--- src/coo_sra_pkg.sv ---
`timescale 1ns / 1ps
// ----------------------------------------------------------------------------
// coo_sra_pkg
// types, codes and defaults shared by the coo spmm row accumulate block
// ----------------------------------------------------------------------------
package coo_sra_pkg;

	localparam int FEATURES_MAX_DEF = 16;
	localparam int OUT_ROWS_DEF     = 1024;
	localparam int IN_ROWS_DEF      = 1024;

	localparam int FC_W        = 5;
	localparam int QUEUE_DEPTH = 4;

	localparam logic [FC_W-1:0] FEATURE_COUNT_RST = 5'd16;

	typedef enum logic [1:0] {
		REQ_LOAD  = 2'd0,
		REQ_ACCUM = 2'd1,
		REQ_CLEAR = 2'd2,
		REQ_READ  = 2'd3
	} req_kind_t;

	typedef enum logic [2:0] {
		OP_LOAD,
		OP_ACCUM,
		OP_CLEAR,
		OP_READ,
		OP_READ_ZERO
	} op_t;

	typedef enum logic [2:0] {
		ST_IDLE,
		ST_ACC,
		ST_DRAIN,
		ST_CLR,
		ST_RD
	} back_state_t;

	typedef struct packed {
		req_kind_t          req_type;
		logic [9:0]         row_index;
		logic [9:0]         col_index;
		logic [3:0]         feature_index;
		logic signed [31:0] value;
	} req_t;

	typedef struct packed {
		logic signed [31:0] read_value;
		logic               overflow_seen;
	} rsp_t;

endpackage

--- src/coo_sra_front.sv ---
`timescale 1ns / 1ps
// ----------------------------------------------------------------------------
// coo_sra_front
// accepts items, checks ranges, classifies them and forms memory addresses
// ----------------------------------------------------------------------------
module coo_sra_front import coo_sra_pkg::*; #(
	parameter int FEATURES_MAX = FEATURES_MAX_DEF,
	parameter int OUT_ROWS     = OUT_ROWS_DEF,
	parameter int IN_ROWS      = IN_ROWS_DEF,
	parameter int XAW          = 14,
	parameter int YAW          = 14
) (
	input  req_t                req,
	input  logic                req_valid,
	output logic                req_ready,
	input  logic                q_full,
	output logic                q_push,
	output op_t                 q_op,
	output logic [XAW-1:0]      q_x_addr,
	output logic [YAW-1:0]      q_y_addr,
	output logic signed [31:0]  q_value
);

	localparam logic [16:0] IN_ROWS_W  = 17'(IN_ROWS);
	localparam logic [16:0] OUT_ROWS_W = 17'(OUT_ROWS);
	localparam logic [6:0]  FEAT_W     = 7'(FEATURES_MAX);

	logic col_ok;
	logic row_ok;
	logic feat_ok;
	logic keep;
	logic [XAW-1:0] x_off;
	logic [YAW-1:0] y_off;

	assign col_ok  = 17'(req.col_index) < IN_ROWS_W;
	assign row_ok  = 17'(req.row_index) < OUT_ROWS_W;
	assign feat_ok = 7'(req.feature_index) < FEAT_W;

	always_comb begin
		keep  = 1'b0;
		q_op  = OP_LOAD;
		x_off = '0;
		y_off = '0;
		case (req.req_type)
			REQ_LOAD: begin
				keep  = col_ok && feat_ok;
				q_op  = OP_LOAD;
				x_off = XAW'(req.feature_index);
			end
			REQ_ACCUM: begin
				keep = col_ok && row_ok;
				q_op = OP_ACCUM;
			end
			REQ_CLEAR: begin
				keep = row_ok;
				q_op = OP_CLEAR;
			end
			REQ_READ: begin
				keep  = 1'b1;
				q_op  = (row_ok && feat_ok) ? OP_READ : OP_READ_ZERO;
				y_off = YAW'(req.feature_index);
			end
			default: begin
				keep = 1'b0;
			end
		endcase
	end

	assign req_ready = !q_full;
	assign q_push    = req_valid && !q_full && keep;
	assign q_x_addr  = XAW'(req.col_index) * XAW'(FEATURES_MAX) + x_off;
	assign q_y_addr  = YAW'(req.row_index) * YAW'(FEATURES_MAX) + y_off;
	assign q_value   = req.value;

endmodule

--- config.mk ---
export PLATFORM = sky130hd
export DESIGN_NAME = coo_sra_front
export DESIGN_NICKNAME = d
export VERILOG_FILES = /design/src/coo_sra_pkg.sv /design/src/coo_sra_front.sv
export SDC_FILE = /design/constraint.sdc
export NUM_CORES = 1
export LEC_CHECK = 0
export BUFFER_PORTS_ARGS = -buffer_cell sky130_fd_sc_hd__buf_4
export CORE_MARGIN = 5
export CORE_UTILIZATION = 24
export DETAILED_ROUTE_END_ITERATION = 7
export PLACE_DENSITY = 0.89
export SYNTH_ARGS = -nofsm -noshare
export SYNTH_HDL_FRONTEND = slang
export SYNTH_SLANG_ARGS = --single-unit
--- constraint.sdc ---
create_clock -name vclk -period 1
set_clock_uncertainty 0.15 [all_clocks]
set_input_delay 0.2 -clock vclk [all_inputs]
set_output_delay 0.2 -clock vclk [all_outputs]
set_load 0.01 [all_outputs]
==> run summary <==
Outcome = completed
Critical Path Max Stage Delay = 170 ps
Max VDD drop = 0.0803 mV
Int Pwr = 0.0000725 W
Crit path from = req[56]
Clock power share = 0%
GR Layer Usage met1 = 1.44%
Layout Cell Area excl Fill = 318 µm²
DR pass1 iterations = 1
Largest area contributor in the netlist = buf_4
Post-DRT Antenna Nets = 0
Crit path arrival time = 630 ps
Util after Layout = 16.5%
Post-synth net total = 126
Pin count of the biggest net entering global routing = 10
Die area = 2960 µm²
Unrepaired setup endpoints after global routing = true
CP Max Fanout = 5
Critical Path RT = 650 ps
Worst setup path endpoint = q_x_addr[2]
Fraction of layout cells with a size suffix above 1 = 78.1%
Clock period minus final worst setup slack = 980 ps
Drt wl/cell = 15.6 µm
P_leak = 0.165 nW
Kind of end point of the critical path = output port
Core Footprint = 1920 µm²
Antenna violations before repair = 0
Critical path launch point type = input port
Tcrit/Tclk final = 98.0%
Placed wire-length estimate = 726 µm
Starting Density = 24.7%
Number of port buffers = 20
# diodes = 0
Met2 GRT Util = 6.97%
P_sw = 0.0000416 W
Setup_tns = 0 ps
Setup CP Type = in2out
Sequential cell area = 0 µm²
GR peak layer = met4
Initial drt markers = 0
Flop pwr share = 0%
Vias = 246
Buf/Inv on CP = 2
Min-Delay Path Class = in2out
HP Start = req[24]
Comb power frac = 100.0%
Synthesis warning total = 0
Mean post-synth cell area = 7.18 µm²
Slowest cell on the critical path = nor3b_2
Total global-route track usage = 4.77%
Top cell type's share of synthesized area = 83.9%
Post-synthesis cell count = 66
First-pass GRT wire length = 1060 µm
Crit path max-delay family = buffers and inverters
Yosys cell types = 7
Placed cell area = 253 µm²
Met3 GRT Util = 6.27%
Max Freq = 1.02 GHz
Worst path depth = 3
Die W = 54.5 µm
Number of global-route vias before repair = 227
Max-slew violation count = 0
Number of max-cap violations = 0
Postcts setup bufs = 0
Critical-path cell list = buf_12, nor3b_2, buf_4
Mapped cell area = 474 µm²
Routed Wire Length = 919 µm
Post-synthesis sequential area ratio = 0%
Clkbuf count = 0
Cell row count = 16
Seq Cell Count = 0
Net Sw Frac = 36.4%
Synth area leaders = buf_4 84%, nor3b_1 6.3%, and3_1 5.3%
Drt via density = 4.17
Die height = 54.5 µm
RD Place Congestion = 0.437
# DRC = 0
Setup-failing EPs final = 0
Area Overhead vs Synth = -33.0%
Endpoints failing hold = 0
Remaining global-route overflow = 0
I/O pin count = 125
Power Density = 359 nW/µm²
Nets@finish = 94
## worst min path at each step
stage	cells past startpoint	endpoint	slack [ps]
finish	0	q_value[24]	250
global route	0	q_value[31]	250
CTS	0	q_value[13]	250
detailed placement	0	q_value[13]	250
global placement	0	q_value[13]	250
floorplan	1	req_ready	290
## cell families (layout without fill, tap and decap cells)
| group | after synthesis | count (layout) | synth area share (%) |
|---|---|---|---|
| buf+inv | 56 | 22 | 86.3 |
| simple gates | 9 | 9 | 12.9 |
| other cells | 1 | 1 | 0.791 |
## power by group through the flow
stage           logic, W  registers [W]  clock network [W]
6_report        0.000114              0                  0
5_1_grt         0.000122              0                  0
2_1_floorplan   0.000246              0                  0
3_5_place_dp   0.0000923              0                  0
4_1_cts         0.000102              0                  0
3_3_place_gp   0.0000905              0                  0
## cells in the final DEF (no fill, tap or decap)
cell and instances:
conb_1 1, nor3b_2 4, buf_8 1, inv_1 1
buf_12 1, and3_1 4, clkbuf_16 1, buf_4 18
nor2b_1 1
## area by class of cell
type / instances / area, µm²
fillers: 220 / 1600
inverters: 1 / 3.75
multi-input cells: 10 / 85.1
well taps: 27 / 33.8
repair buffers: 21 / 195
## what timing repair did
item	in CTS	in global routing
resized for setup	7	2
setup endpoints to repair	4	2
cloned	0	1
hold buffers	0	0
pin swaps	2	1
## Yosys cell counts
cell type	count
clkbuf_1	2
buf_4	53
inv_1	1
conb_1	1
nor3b_1	4
nor2b_1	1
and3_1	4
## routing by layer
metal	up-vias	share of wire, %
met2	48	39
met1	93	20
met4	0	9.7
met5	-	0
met3	24	31
li1	81	-
## through the flow
stage          worst slack (ps)  cells  power [W]  hold WS [ps]
2_1_floorplan               129     66   0.000246           294
3_3_place_gp              -47.1     58  0.0000905           250
3_5_place_dp              -86.7     58  0.0000923           250
4_1_cts                    2.66     58   0.000102           250
5_1_grt                   -6.02     59   0.000122           250
6_report                   19.6     59   0.000114           250
Note: power is estimated with default switching activity, not from simulation.
