[src/coo_sra_pkg.sv]
`timescale 1ns / 1ps
// ----------------------------------------------------------------------------
// coo_sra_pkg
// types, codes and defaults shared by the coo spmm row accumulate block
// ----------------------------------------------------------------------------
package coo_sra_pkg;

	localparam int FEATURES_MAX_DEF = 16;
	localparam int OUT_ROWS_DEF     = 1024;
	localparam int IN_ROWS_DEF      = 1024;

	localparam int FC_W        = 5;
	localparam int QUEUE_DEPTH = 4;

	localparam logic [FC_W-1:0] FEATURE_COUNT_RST = 5'd16;

	typedef enum logic [1:0] {
		REQ_LOAD  = 2'd0,
		REQ_ACCUM = 2'd1,
		REQ_CLEAR = 2'd2,
		REQ_READ  = 2'd3
	} req_kind_t;

	typedef enum logic [2:0] {
		OP_LOAD,
		OP_ACCUM,
		OP_CLEAR,
		OP_READ,
		OP_READ_ZERO
	} op_t;

	typedef enum logic [2:0] {
		ST_IDLE,
		ST_ACC,
		ST_DRAIN,
		ST_CLR,
		ST_RD
	} back_state_t;

	typedef struct packed {
		req_kind_t          req_type;
		logic [9:0]         row_index;
		logic [9:0]         col_index;
		logic [3:0]         feature_index;
		logic signed [31:0] value;
	} req_t;

	typedef struct packed {
		logic signed [31:0] read_value;
		logic               overflow_seen;
	} rsp_t;

endpackage

[src/coo_sra_queue.sv]
`timescale 1ns / 1ps
// ----------------------------------------------------------------------------
// coo_sra_queue
// small fifo of classified items between the front and the back
// ----------------------------------------------------------------------------
module coo_sra_queue import coo_sra_pkg::*; #(
	parameter int W = 8
) (
	input  logic         clk,
	input  logic         arst_n,
	input  logic         push,
	input  logic [W-1:0] push_data,
	input  logic         pop,
	output logic [W-1:0] head,
	output logic         empty,
	output logic         full
);

	localparam int AW = (QUEUE_DEPTH > 1) ? $clog2(QUEUE_DEPTH) : 1;

	logic [W-1:0] mem_q [QUEUE_DEPTH];
	logic [AW:0]  wr_ptr_q;
	logic [AW:0]  rd_ptr_q;

	assign empty = (wr_ptr_q == rd_ptr_q);
	assign full  = (wr_ptr_q[AW-1:0] == rd_ptr_q[AW-1:0]) && (wr_ptr_q[AW] != rd_ptr_q[AW]);
	assign head  = mem_q[rd_ptr_q[AW-1:0]];

	always_ff @(posedge clk or negedge arst_n) begin
		if (!arst_n) begin
			wr_ptr_q <= '0;
			rd_ptr_q <= '0;
		end else begin
			if (push && !full)
				wr_ptr_q <= wr_ptr_q + 1'b1;
			if (pop && !empty)
				rd_ptr_q <= rd_ptr_q + 1'b1;
		end
	end

	always_ff @(posedge clk) begin
		if (push && !full)
			mem_q[wr_ptr_q[AW-1:0]] <= push_data;
	end

endmodule

[config.mk]
export PLATFORM = sky130hd
export DESIGN_NAME = coo_sra_queue
export DESIGN_NICKNAME = d
export VERILOG_FILES = /design/src/coo_sra_pkg.sv /design/src/coo_sra_queue.sv
export SDC_FILE = /design/constraint.sdc
export NUM_CORES = 1
export LEC_CHECK = 0
export ABC_CLOCK_PERIOD_IN_PS = 1370
export BUFFER_PORTS_ARGS = -buffer_cell sky130_fd_sc_hd__buf_2
export CAP_MARGIN = 20
export CELL_PAD_IN_SITES_DETAIL_PLACEMENT = 0
export CELL_PAD_IN_SITES_GLOBAL_PLACEMENT = 1
export CORE_MARGIN = 3
export CORE_UTILIZATION = 34
export DETAILED_ROUTE_END_ITERATION = 7
export PLACE_DENSITY_LB_ADDON = 0.1
export SETUP_SLACK_MARGIN = 0.02
export SLEW_MARGIN = 10
export SYNTH_ARGS = -nofsm -noshare
export SYNTH_HDL_FRONTEND = slang
export SYNTH_SLANG_ARGS = --single-unit
[constraint.sdc]
create_clock -name clk -period 1.37 [get_ports clk]
set_input_delay 0.137 -clock clk [delete_from_list [all_inputs] [get_ports clk]]
set_output_delay 0.137 -clock clk [all_outputs]
set_load 0.03 [all_outputs]
==> metrics.md, run 1 <==
| Metric | Value |
|---|---|
| Status | finished, violations left |
| Violated checks | negative setup slack |
| I/O Pins | 22 |
| Unrepaired setup endpoints after global routing | true |
| Leakage | around 0.87 nW |
| Maximum root-to-sink buffer count | 2 |
| Power per cell area | roughly 2600 nW/um2 |
| Yosys cell types | 26 |
| Commonest non-fill, non-tap cell in the layout | edfxtp_1 |
| Actual slew at the worst max-slew pin | around 0.28 ns |
| Largest net degree at the start of global routing | 12 |
| Post-route DRC | 0 |
| Global-route wire length before repair | roughly 5300 um |
| Post-synth top area cell | edfxtp_1 |
| Layout area overhead | 40.07% |
| Die height | 76.62 um |
| Slowest CP cell | mux4_2 |
| Routed wire per std cell | 15.59 um |
| Setup-failing EPs final | 44 |
| Final WL | between 3000 and 4000 um |
| Fmax | roughly 600 MHz |
| Share of cells above drive strength 1 | around 64% |
| DP Worst Slack | -0.07354 ns |
| Max Fanout on Critical Path | 8 |
| CP endpoint kind | primary output |
| Clock Tree Root | clkbuf_8 |
| PnR worst setup slack | -0.2971 ns |
| Req. time, crit path | 1.23 ns |
| Seq cells post-synth | 38 |
| Setup Skew | ~0.0035 ns |
| CP startpoint kind | flip-flop |
| Layout Cells excl Fill | 206 |
| Avg Cell Area, Syn | between 15 and 20 um2 |
| Most frequent cells in the layout | edfxtp_1, buf_6, buf_4 |
| Drt via density | approximately 4.7 |
| Router iterations before antenna repair | 4 |
| Cell Area, Synth | roughly 1700 um2 |
| Gr usage total | between 10% and 20% |
| Post-Place Cells | between 150 and 200 |
| Fin. Hold Viols | 0 |
| Tcrit/Tclk final | 121.7% |
| Crit path DAT | 1.53 ns |
| Max stage delay on crit path | roughly 0.5 ns |
| GPL Wtd Cong | roughly 0.75 |
| Max Cap Violations | 0 |
| Maximum VDD drop | approximately 1400 uV |
| Bufs and invs on worst path | 2 |
| TNS Setup | -4.058 ns |
| CTS tree | yes |
| Slew Limit Headroom | between 80% and 90% |
| Worst-path clk slew | 0.07 ns |
| Total Power | 6.204 mW |
| Cells after Synth | 90 |
| Hold slack | between 0.06 and 0.07 ns |
| Max-slew violation count | 0 |
| Clk Latency, worst-skew pair | around 0.28 ns |
| Cell Chain, Critical Path | buf_12 > mux4_2 > buf_6 |
| Synth top area cells | edfxtp_1, mux4_1, dfrtp_1 |
| Core area | roughly 4800 um2 |
| Cell row count | 25 |
| Post-place instance area | between 2000 and 2500 um2 |
| CTS buffer count | 5 |
| Syn_nets | about 110 |
| Die ar. | around 5900 um2 |
| Synthesis Warnings | 0 |
| Vias in the first global route | about 1100 |
| Hpwl dp | around 2100 um |
| Synth top area share | a little under three fifths |
| Chip Width | 76.62 um |
| Clock sink total | 38 |
| Starting Density | a little over a third |
| Gr ovfl total | 0 |
| Delay-heaviest family, CP | multiplexers |
| Worst Hold Class | in -> reg |
| Vias | 973 |
| Diodes inserted | 0 |
| Fin util | 49.62% |
| DRT antenna net count | 0 |
| CP Class | reg -> out |
| Design Area, Final | ~2400 um2 |
| Minimum clock period | 1.667 ns |
| Share of the yosys chip area belonging to registers | 65.54% |
| Iteration-0 DRC Markers | 42 |
| H-Tree Depth | 2 |
| Final #Nets | approximately 160 |
| I/O Buffers | 21 |
| Antenna violations before repair | 0 |
cell usage after synthesis, drive strengths merged:
master and count:
ha 5, mux4 8, o31ai 4, xnor2 5
clkbuf 1, dfrtp 6, nand2 1, a211oi 2
a21o 1, buf 1, a21oi 4, a31oi 2
xor2 4, and3 3, edfxtp 32, inv 4
nor3 1, nand3 2, and2 1, nor2 1
nand2b 2
final timing paths:
check | end | slack [ns] | depth (start not counted) | startpoint
worst max-delay path | head[4] | -0.30 | 3 | rd_ptr_q[0]$_DFFE_PN0P_
max in group asynchronous | wr_ptr_q[0]$_DFFE_PN0P_ | 0.99 | 2 | arst_n
worst min-delay path | mem_q[0][2]$_DFFE_PP_ | 0.07 | 1 | push_data[2]
worst max register to register | mem_q[3][5]$_DFFE_PP_ | -0.12 | 5 | rd_ptr_q[0]$_DFFE_PN0P_
worst min register to register | wr_ptr_q[2]$_DFFE_PN0P_ | 0.65 | 2 | wr_ptr_q[2]$_DFFE_PN0P_
min in group asynchronous | rd_ptr_q[1]$_DFFE_PN0P_ | 0.21 | 2 | arst_n
logic make-up after synthesis:
logic type	count (synthesis)	synth area share (%)
AO/OA/AOI/OAI	13	6.790
XOR/XNOR	9	5.978
AND/OR/NAND/NOR	11	3.837
flip-flops	38	65.53
buffers and inverters	6	1.771
multiplexers	8	12.40
adder cells (fa/ha/maj)	5	3.690
area by class of cell:
class | instances | area [um2]
well taps | 67 | 83.83
inverters | 4 | 20.02
repair buffers | 44 | 394.1
clock buffers | 5 | 68.82
fillers | 412 | 2411
clock inverters | 2 | 10.01
flip-flops and latches | 38 | 1117
multi-input cells | 46 | 680.7
power by group:
group	switching (mW)	internal (mW)
clock network	0.361	0.341
logic	1.84	1.90
registers	0.187	1.58
what timing repair did:
action | CTS | global route
setup endpoints to repair | 47 | 48
hold buffers | 1 | 0
hold endpoints to repair | 6 | 0
pin swaps | 11 | 3
resized for setup | 43 | 9
buffers inserted | 4 | 2
registers in the layout (all words and copies together) (netlist names):
signal	cells
mem_q	32
rd_ptr_q	3
wr_ptr_q	3
metal layers:
metal	part of all wire [%]	wire, um	GRT usage [%]	up-vias
li1	-	-	-	447
met1	42	1346	13.81	500
met2	53	1715	20.74	22
met3	3.1	100	3.428	4
met4	1.6	50	4.710	0
met5	0	0	0	-
(Power assumes the default switching activity.)
==> run 2, diff against run 1 <==
Settings changed: CORE_ASPECT_RATIO from default to 0.9.
==> metrics.md, run 2 (synthesis results as in run 1) <==
| Metric | Value |
|---|---|
| CP endpoint kind | primary output |
| Sw frac | 37.92% (-0.53 points) |
| Clock sink total | 38 (unchanged) |
| Worst Hold Class | in -> reg |
| Gate power share | 64.5% (+4.3 points) |
| Psw | 2.648 mW (+11%) |
| Clock Tree Root | clkbuf_8 |
| FF-to-FF setup slack | -0.25 ns (-0.13 ns) |
| Die ar. | 5871 um2 (about the same) |
| CTS buffer count | 5 (unchanged) |
| Unrepaired setup endpoints after global routing | true |
| Share of cells above drive strength 1 | 67.11% (+3.1 points) |
| Worst-path clk slew | 0.07 ns (about the same) |
| CP Class | reg -> out |
| Clk Latency, worst-skew pair | 0.28 ns (about the same) |
| I/O Buffers | 21 (unchanged) |
| Cell row count | 23 (-8.0%) |
| Hpwl dp | 2260 um (+6.1%) |
| Iteration-0 DRC Markers | 30 (-29%) |
| CTS tree | yes |
| PnR worst setup slack | -0.3178 ns (-0.02070 ns) |
| Setup Skew | 0.002629 ns (-0.0008538 ns) |
| Gr ovfl total | 0 (unchanged) |
| Flop pwr share | 25.4% (-3.0 points) |
| GPL Wtd Cong | 0.7084 (-5.4%) |
| Hold slack | 0.07057 ns (+0.0009647 ns) |
| Post-route DRC | 0 (unchanged) |
| Hold path startpoint | push_data[0] |
| Max-slew violation count | 0 (unchanged) |
| Global-route wire length before repair | 5506 um (+4.3%) |
| Most frequent cells in the layout | edfxtp_1, buf_6, buf_4 |
| Core area | 4633 um2 (-3.2%) |
| Max Cap Violations | 0 (unchanged) |
| Gr usage total | 13.02% (+1.1 points) |
| Vias in the first global route | 1052 (-1.9%) |
| Vias | 990 (+1.7%) |
| Diodes inserted | 0 (unchanged) |
| Largest net degree at the start of global routing | 12 (unchanged) |
| Maximum root-to-sink buffer count | 2 (unchanged) |
| Commonest non-fill, non-tap cell in the layout | edfxtp_1 |
| Req. time, crit path | 1.23 ns (about the same) |
| Violated checks | negative setup slack |
| FF-to-FF path depth | 6 (+1) |
| Capturing point of the worst reg2reg path | mem_q[3][7]$_DFFE_PP_ |
| Tcrit/Tclk final | 123.2% (+1.5 points) |
| Die height | 72.99 um (-4.7%) |
| Routed wire per std cell | 16.03 um (+2.8%) |
| Post-place instance area | 2044 um2 (+0.80%) |
| Crit path DAT | 1.55 ns (+0.02 ns) |
| Layout area overhead | 50.77% |
| Status | finished, violations left |
| Max FFs per register | 32 (unchanged) |
| Power per cell area | 2731 nW/um2 (+4.6%) |
| Drt via density | 4.626 (-2.1%) |
| Final WL | 3431 um (+6.8%) |
| Final #Nets | 168 (+7.7%) |
| Design Area, Final | 2556 um2 (+7.6%) |
| CP startpoint kind | flip-flop |
| I/O Pins | 22 (unchanged) |
| Fin. Hold Viols | 0 (unchanged) |
| Router iterations before antenna repair | 4 (unchanged) |
| Fmax | 592.5 MHz (-1.2%) |
| Clock share of power | 10.1% (-1.2 points) |
| Antenna violations before repair | 0 (unchanged) |
| Hold EP | mem_q[3][0]$_DFFE_PP_ |
| Setup-failing EPs final | 48 (+9.1%) |
| Slew Limit Headroom | 73.88% (-7.4 points) |
| Leakage | 0.9452 nW (+8.5%) |
| Max Fanout on Critical Path | 5 (-3) |
| TNS Setup | -9.040 ns (-4.982 ns) |
| Critical path origin | rd_ptr_q[0]$_DFFE_PN0P_ |
| Total Power | 6.982 mW (+13%) |
| Hold path cells | 1 (unchanged) |
| H-Tree Depth | 2 (unchanged) |
| DRT antenna net count | 0 (unchanged) |
| Minimum clock period | 1.688 ns (+0.02070 ns) |
| Actual slew at the worst max-slew pin | 0.3915 ns (+0.1114 ns) |
| RR Startpoint | rd_ptr_q[0]$_DFFE_PN0P_ |
| Maximum VDD drop | 1361 uV (-6.0%) |
| Chip Width | 80.44 um (+5.0%) |
| Pint | 4.334 mW (+14%) |
| Starting Density | 36.59% (+1.2 points) |
-- run 2: changes by cell type in the layout (fill, tap and decap cells not counted), moves of 2 or more --
cell	delta
buf_6	+10
o31ai_2	-4
o31ai_4	+4
buf_4	+2
-- run 2: timing repair --
| action | 4_1_cts | 5_1_grt |
|---|---|---|
| hold buffers | 1 | 0 |
| setup endpoints to repair | 47 | 47 |
| gates cloned | 1 | 0 |
| pin swaps | 5 | 9 |
| endpoints found under the hold margin | 6 | 0 |
| setup buffers | 5 | 10 |
| resized for setup | 48 | 22 |
-- run 2: stage by stage --
step                util, %  cells  setup slack [ns]
finish                55.17    214           -0.3178
global route          55.17    214           -0.3820
CTS                   51.26    206           -0.3567
detailed placement    44.13    191          -0.08042
global placement      44.13    191          -0.08342
floorplan                 -     90          -0.02627
-- run 2: area by class of cell --
type                            count  area, um2
Clock buffer                        6      72.57
Clock inverter                      2      8.758
Fill cell                         371       2077
Inverter                            4      20.02
Multi-Input combinational cell     46      738.2
Sequential cell                    38       1117
Tap cell                           62      77.57
Timing Repair Buffer               56      521.8
-- run 2: power by group through the flow --
stage	Clock (mW)	Sequential (mW)	Combinational, mW
after CTS	0.728	1.79	3.59
after global placement	0	1.80	2.85
after floorplan	0	1.80	1.84
final	0.705	1.78	4.50
after detailed placement	0	1.82	2.83
after global routing	0.781	1.81	4.79
-- run 2: critical path: stages (launching register included) --
cell	delay, ns
dfrtp_2	0.46
buf_6	0.14
mux4_2	0.51
buf_6	0.16
-- run 2: worst max path at each step --
| stage | endpoint | cells after the start |
|---|---|---|
| 2_1_floorplan | mem_q[0][0]$_DFFE_PP_ | 3 |
| 3_3_place_gp | rd_ptr_q[0]$_DFFE_PN0P_ | 4 |
| 3_5_place_dp | head[7] | 3 |
| 4_1_cts | head[7] | 3 |
| 5_1_grt | head[7] | 3 |
| 6_report | head[7] | 3 |
-- run 2: layer usage --
layer / routed length [um] / vias up / part of all wire [%] / global-route usage (%)
li1: - / 472 / - / -
met1: 1555 / 501 / 45 / 18.03
met2: 1722 / 15 / 50 / 19.39
met3: 135 / 2 / 3.9 / 4.938
met4: 19 / 0 / 0.55 / 3.377
met5: 0 / - / 0 / 0
